$ cat src/gdr_pkg.sv
package gdr_pkg;

	// Node space and storage geometry
	localparam int MAX_NODES = 64;
	localparam int NODE_BITS = $clog2(MAX_NODES);
	localparam int CNT_BITS = NODE_BITS + 1;
	localparam int ADDR_BITS = 2 * NODE_BITS;
	localparam int DEPTH = 1 << ADDR_BITS;
	localparam int WEIGHT_BITS = 16;
	// A shortest path has at most MAX_NODES - 1 hops
	localparam int DIST_BITS = WEIGHT_BITS + NODE_BITS;

	// Port field widths
	localparam int CFG_W = 7;
	localparam int CMD_W = 1;
	localparam int IN_NODE_W = 6;
	localparam int IN_WEIGHT_W = 16;
	localparam int OUT_DIST_W = 22;

	localparam logic [CMD_W-1:0] CMD_ADD_EDGE = 1'b0;
	localparam logic [CMD_W-1:0] CMD_COMPUTE = 1'b1;

	typedef enum logic [2:0] {
		ST_CLEAR,
		ST_IDLE,
		ST_INIT,
		ST_FETCH,
		ST_RELAX,
		ST_REDUCE,
		ST_FINISH
	} state_t;

	typedef struct packed {
		logic                   present;
		logic [WEIGHT_BITS-1:0] weight;
	} edge_ent_t;

	typedef struct packed {
		logic                 reached;
		logic [DIST_BITS-1:0] value;
	} dist_ent_t;

	typedef struct packed {
		logic                   valid;
		logic [ADDR_BITS-1:0]   addr;
		logic [WEIGHT_BITS-1:0] weight;
	} edge_add_t;

	typedef struct packed {
		logic                 en;
		logic [ADDR_BITS-1:0] addr;
	} sweep_t;

	typedef struct packed {
		logic                 en;
		logic [ADDR_BITS-1:0] addr;
		dist_ent_t            data;
	} dist_wr_t;

	typedef struct packed {
		logic                 upd;
		logic [DIST_BITS-1:0] value;
	} relax_res_t;

	function automatic logic [WEIGHT_BITS-1:0] fit_weight(input logic [IN_WEIGHT_W-1:0] w);
		logic [IN_WEIGHT_W+WEIGHT_BITS-1:0] wide;
		wide = {{WEIGHT_BITS{1'b0}}, w};
		return wide[WEIGHT_BITS-1:0];
	endfunction

	function automatic logic [NODE_BITS-1:0] node_in(input logic [IN_NODE_W-1:0] v);
		logic [IN_NODE_W+NODE_BITS-1:0] wide;
		wide = {{NODE_BITS{1'b0}}, v};
		return wide[NODE_BITS-1:0];
	endfunction

	function automatic logic [IN_NODE_W-1:0] node_out(input logic [NODE_BITS-1:0] v);
		logic [IN_NODE_W+NODE_BITS-1:0] wide;
		wide = {{IN_NODE_W{1'b0}}, v};
		return wide[IN_NODE_W-1:0];
	endfunction

	function automatic logic [OUT_DIST_W-1:0] sat_out(input logic [DIST_BITS-1:0] v);
		logic [DIST_BITS+OUT_DIST_W-1:0] wide;
		logic [DIST_BITS+OUT_DIST_W-1:0] lim;
		wide = {{OUT_DIST_W{1'b0}}, v};
		lim = {{DIST_BITS{1'b0}}, {OUT_DIST_W{1'b1}}};
		if (wide > lim) begin
			return {OUT_DIST_W{1'b1}};
		end
		return wide[OUT_DIST_W-1:0];
	endfunction

endpackage

$ cat src/gdr_relax_unit.sv
module gdr_relax_unit (
	input  gdr_pkg::dist_ent_t   d_ik,
	input  gdr_pkg::dist_ent_t   d_kj,
	input  gdr_pkg::dist_ent_t   d_ij,
	output gdr_pkg::relax_res_t  res
);

	logic [gdr_pkg::DIST_BITS:0] sum;

	always_comb begin
		sum = {1'b0, d_ik.value} + {1'b0, d_kj.value};
		res.upd = d_ik.reached && d_kj.reached &&
			(!d_ij.reached || (sum < {1'b0, d_ij.value}));
		// a shorter path always fits the distance width
		res.value = sum[gdr_pkg::DIST_BITS-1:0];
	end

endmodule

$ cat config.mk
export PLATFORM = sky130hd
export DESIGN_NAME = gdr_relax_unit
export DESIGN_NICKNAME = d
export VERILOG_FILES = /design/src/gdr_pkg.sv /design/src/gdr_relax_unit.sv
export SDC_FILE = /design/constraint.sdc
export NUM_CORES = 1
export LEC_CHECK = 0
export BUFFER_PORTS_ARGS = -buffer_cell sky130_fd_sc_hd__buf_4
export CORE_MARGIN = 2
export CORE_UTILIZATION = 35
export DETAILED_ROUTE_END_ITERATION = 16
export GPL_ROUTABILITY_DRIVEN = 1
export PLACE_DENSITY = 0.65
export SYNTH_ARGS = -nofsm -noshare
export SYNTH_HDL_FRONTEND = slang
export SYNTH_SLANG_ARGS = --single-unit
$ cat constraint.sdc
create_clock -name vclk -period 5.3
set_input_delay 1.06 -clock vclk [all_inputs]
set_output_delay 1.06 -clock vclk [all_outputs]
set_load 0.01 [all_outputs]
==> flow_summary.yaml, run 1 <==
critical_path:
  endpoint: "res[22]"
  required_ns: 4.24
  slowest_stage: "a221o_1"
  path_class: "in -> out"
  worstSetupStartpoint: "d_ik[4]"
  cp_data_arrival_time_ns: 4.18
  end_kind: "output pin"
  cp-start-kind: "input port"
  path_cells: "buf_4 -> ha_4 -> and2_4 -> a221o_1 -> o21a_1 -> o2111a_2 -> or2_4 -> a221oi_4 -> ha_4 -> a2111oi_4 -> o2111ai_1 -> o21a_1 -> a31oi_1 -> buf_4"
  crit_fanout: 4
  slowest_delay_ns: 0.32
power_and_ir_drop:
  total_leakage_power_uw: 0.00143
  p_switching_uw: 204
  power_frac_clock_pct: 0
  swShare_pct: 47.9
  intPower_uw: 222
  ir_drop_mv: 0.0661
  comb_power_share_pct: 100.0
  seqPwrFrac_pct: 0
  cellPowerDensity_nw_per_um2: 151
timing:
  hold_viol_final: 0
  worst_pin_slew_ns: 0.652
  fin_crit_sh_pct: 98.9
  setup-violations-final: 0
  fin_crit_ns: 5.24
  max_freq_mhz: 191
  rsz0062_at_grt: "yes"
  slew_headroom_pct: 56.0
  drv_slew: 0
status:
  status: "completed"
floorplan:
  fp-row-count: 25
  die_area_sq_um: 5450
  ioPinCount: 92
  placeableCoreArea_sq_um: 4720
  initial_utilization_pct: 36.2
  die_w_um: 73.9
  die_h_um: 73.9
yosys:
  yosysSeqAreaShare_pct: 0
  post_synth.cell_area_avg_sq_um: 6.91
  syn-num-nets: 360
  synth_cell_types: 46
  synth_area_sq_um: 1710
  ys_warn_count: 0
  syn_inst: 247
hold_path:
  hp-class: "in -> out"
global_route:
  grt_overflow: 0
  grt_max_degree: 11
  grt_pass1_wl_um: 8090
  first_global_vias: 1964
  grt_antenna_before_repair: 0
  grt_usage_pct: 17.8
placed_design:
  place_hpwl_um: 4310
  dpl.cell_count: 419
  gp_congestion: 0.824
  port_buffers: 92
layout:
  nets: 471
  post-route-util_pct: 59.7
  fill_cells: 448
  seq_cell_count: 0
  syn_to_final_growth_pct: 65.1
  register_area_sq_um: 0
  n_clock_buffer: 0
  insertedDiodeCount: 0
  fin_cells: 423
  drive_gt1_share_pct: 40.7
job:
  cap_violations: 0
drt:
  drt-initial-drc-count: 93
  route.detailed.drc: 0
  routedWlPerCell_um: 12.2
  ant_nets: 0
  postRouteWirelength_um: 5170
  routed_via_density: 5.17
  firstDrtPassIters: 4
  vias: 2185
-- worst min-delay path by stage --
stage,cells after the start,end,from
floorplan,1,res[0],d_kj[0]
global placement,3,res[0],d_kj[0]
detailed placement,3,res[0],d_kj[0]
CTS,3,res[0],d_kj[0]
global route,3,res[0],d_kj[0]
finish,3,res[0],d_kj[0]
-- power by group through the flow --
stage	clock network, uW	registers [uW]	logic [uW]
after floorplan	0	0	210
after global placement	0	0	372
after detailed placement	0	0	374
after CTS	0	0	395
after global routing	0	0	472
final	0	0	426
-- through the flow --
step                hold slack [ns]  setup WS, ns  total power (uW)  TNS [ns]  cell area, sq um
floorplan                      2.27        0.0902               210         0              1710
global placement               2.44        -0.138               372    -0.138              2600
detailed placement             2.45        -0.241               374    -0.241              2600
CTS                            2.45       0.00134               395         0              2700
global route                   2.47        -0.164               472    -0.164              2820
finish                         2.45        0.0562               426         0              2820
-- cell usage in the layout (no fill, tap or decap), types with 2 or more instances in the layout --
cell,synthesis,layout
nor3_1,5,5
ha_1,43,38
nand3_1,5,5
a2111oi_0,3,2
o21ai_1,0,2
a31oi_1,3,2
nand2_1,21,19
xnor2_1,9,8
and3_1,2,2
inv_1,32,32
o21a_1,3,3
o211ai_1,4,4
ha_4,0,5
nand2b_1,3,3
a21oi_2,0,4
a21o_1,7,7
nand2_2,0,2
xor2_1,6,5
buf_4,0,114
nor2_1,15,15
a21oi_1,23,19
nand4_1,5,5
nor2b_1,6,5
o21ai_0,19,16
-- synth_stat cells, drive strengths merged, types with 3 or more instances --
master | n | area, sq um
a2111oi | 3 | 26.3
a21o | 8 | 61.3
a21oi | 23 | 115
a31oi | 3 | 18.8
and3 | 3 | 20.0
clkbuf | 5 | 18.8
ha | 43 | 538
inv | 32 | 120
nand2 | 21 | 78.8
nand2b | 3 | 18.8
nand3 | 5 | 25.0
nand4 | 5 | 31.3
nor2 | 15 | 56.3
nor2b | 6 | 37.5
nor3 | 5 | 25.0
o211ai | 4 | 30.0
o21a | 3 | 22.5
o21ai | 19 | 95.1
xnor2 | 9 | 78.8
xor2 | 6 | 52.6
-- cell families after synthesis --
| logic type | count (synthesis) | synth area share, % |
|---|---|---|
| compound gates | 79 | 30.0 |
| simple gates | 71 | 20.9 |
| fa+ha+maj | 44 | 32.7 |
| buf+inv | 37 | 8.13 |
| xor+xnor | 15 | 7.69 |
| mux | 1 | 0.586 |
-- timing repair --
action | in CTS | in global routing
setup endpoints to repair | 1 | 1
pin swaps | 13 | 12
gates cloned | 0 | 0
setup buffers | 1 | 3
resized for setup | 15 | 17
hold buffers | 0 | 0
endpoints found under the hold margin | 0 | 0
-- worst max-delay path: cells and delay by family --
kind | cells | cell delay (ns)
compound gates | 8 | 1.92
buf+inv | 2 | 0.27
fa+ha+maj | 2 | 0.50
simple gates | 2 | 0.43
-- layout make-up --
class | count | area (sq um) | share of cell area, %
Timing Repair Buffer | 114 | 856 | 30.4
Tap cell | 67 | 83.8 | 2.97
Inverter | 32 | 120 | 4.26
Multi-Input combinational cell | 210 | 1760 | 62.4
-- per-layer routing --
metal	part of all wire [%]	wire, um	track usage (%)	up-vias
met5	0	0	0	-
met4	1.3	68	1.41	0
met3	5.5	284	1.37	8
met2	47	2440	31.5	74
met1	46	2380	24.2	988
li1	-	-	-	1115
No activity file was read; power rests on OpenSTA's default activity.
==> inputs of run 2 (changes only) <==
Settings changed: BUFFER_PORTS_ARGS -buffer_cell sky130_fd_sc_hd__buf_4 to -buffer_cell sky130_fd_sc_hd__clkbuf_2.
==> run 2 against run 1 <==
Routed wire length down 5.5%. Die area unchanged. Design area down 5.7%. Final cell count up 0.95%. Setup slack worse by 0.014 ns. Critical endpoint unchanged. Combinational power down 4.7%. Non-clock buffer count up 4. Highest routed layer is now met3.
==> flow_summary.yaml, run 2 (same netlist as run 1, synthesis figures left out) <==
status:
  status: "completed"
critical_path:
  end_kind: "output pin"
  crit_fanout: 3
  required_ns: 4.24
  cp-start-kind: "input port"
  worstSetupStartpoint: "d_ik[3]"
  cp_data_arrival_time_ns: 4.20
  path_class: "in -> out"
power_and_ir_drop:
  total_leakage_power_uw: 0.00141
  power_frac_clock_pct: 0
  cellPowerDensity_nw_per_um2: 153
  p_switching_uw: 208
  ir_drop_mv: 0.0613
  power_uw: 406
  swShare_pct: 51.2
  seqPwrFrac_pct: 0
  comb_power_share_pct: 100.0
  intPower_uw: 198
timing:
  max_freq_mhz: 190
  setup-violations-final: 0
  fin_crit_sh_pct: 99.2
  drv_slew: 0
  rsz0062_at_grt: "yes"
  fin_crit_ns: 5.26
  hold_viol_final: 0
  slew_headroom_pct: 59.3
  holdWs_ns: 2.46
  worst_pin_slew_ns: 0.605
job:
  cap_violations: 0
global_route:
  grt_usage_pct: 16.7
  grt_max_degree: 11
  grt_pass1_wl_um: 7680
  grt_overflow: 0
  first_global_vias: 1868
  grt_antenna_before_repair: 0
placed_design:
  port_buffers: 92
  place_hpwl_um: 4170
  gp_congestion: 0.830
layout:
  final_common_cell: "clkbuf_2"
  drive_gt1_share_pct: 41.7
  n_clock_buffer: 0
  final_cell_mix: "90 x clkbuf_2, 37 x ha_1, 31 x inv_1, 26 x buf_4"
  fill_cells: 480
  register_area_sq_um: 0
  post-route-util_pct: 56.3
  syn_to_final_growth_pct: 55.6
  insertedDiodeCount: 0
  seq_cell_count: 0
  nets: 475
floorplan:
  die_w_um: 73.9
  die_h_um: 73.9
  die_area_sq_um: 5450
  initial_utilization_pct: 36.2
  placeableCoreArea_sq_um: 4720
  ioPinCount: 92
  fp-row-count: 25
drt:
  route.detailed.drc: 0
  routedWlPerCell_um: 11.4
  routed_via_density: 5.01
  ant_nets: 0
  vias: 2139
  firstDrtPassIters: 4
  drt-initial-drc-count: 108
  postRouteWirelength_um: 4890
hold_path:
  hold_start: "d_kj[0]"
  hp-class: "in -> out"
[run 2: metal layers]
layer / wire [um] / global-route usage, % / vias to the layer above / part of all wire (%)
met5: 0 / 0 / - / 0
met3: 240 / 0.823 / 0 / 4.9
li1: - / - / 1129 / -
met2: 2310 / 30.4 / 56 / 47
met1: 2340 / 23.1 / 954 / 48
met4: 0 / 0 / 0 / 0
[run 2: worst paths after layout]
check,to,slack (ns),cells past startpoint
setup / recovery,res[22],0.04,16
hold / removal,res[0],2.46,3
[run 2: power groups by stage]
stage | clock network, uW | registers (uW) | logic (uW)
floorplan | 0 | 0 | 210
global route | 0 | 0 | 452
global placement | 0 | 0 | 337
CTS | 0 | 0 | 356
detailed placement | 0 | 0 | 338
finish | 0 | 0 | 406
[run 2: final cells by class]
| class | count | area [sq um] | area share (%) |
|---|---|---|---|
| multi-input cells | 210 | 1790 | 67.4 |
| inverters | 32 | 120 | 4.52 |
| repair buffers | 118 | 662 | 24.9 |
| well taps | 67 | 83.8 | 3.15 |
[run 2: repair_timing]
item,in CTS,in global routing
buffers inserted,1,8
pin swaps,5,24
hold buffers,0,0
endpoints found under the setup margin,1,1
resized for setup,9,31
[run 2: critical path: stages]
cell       delay, ns
clkbuf_2        0.10
ha_4            0.23
and2_4          0.15
a221o_1         0.35
o21a_1          0.20
o2111a_2        0.26
or2_4           0.27
o211ai_1        0.27
ha_1            0.30
nand2_1         0.10
a21oi_1         0.06
a211oi_2        0.25
o2111ai_2       0.13
o21a_1          0.20
a31oi_1         0.13
buf_2           0.15
[run 2: through the flow]
stage	instance area [sq um]	setup WS (ns)	setup TNS [ns]	std cells
6_report	2660	0.0419	0	427
3_3_place_gp	2370	-0.172	-0.172	419
2_1_floorplan	1710	0.0902	0	247
5_1_grt	2660	-0.129	-0.129	427
3_5_place_dp	2370	-0.156	-0.156	419
4_1_cts	2440	0.0181	0	420
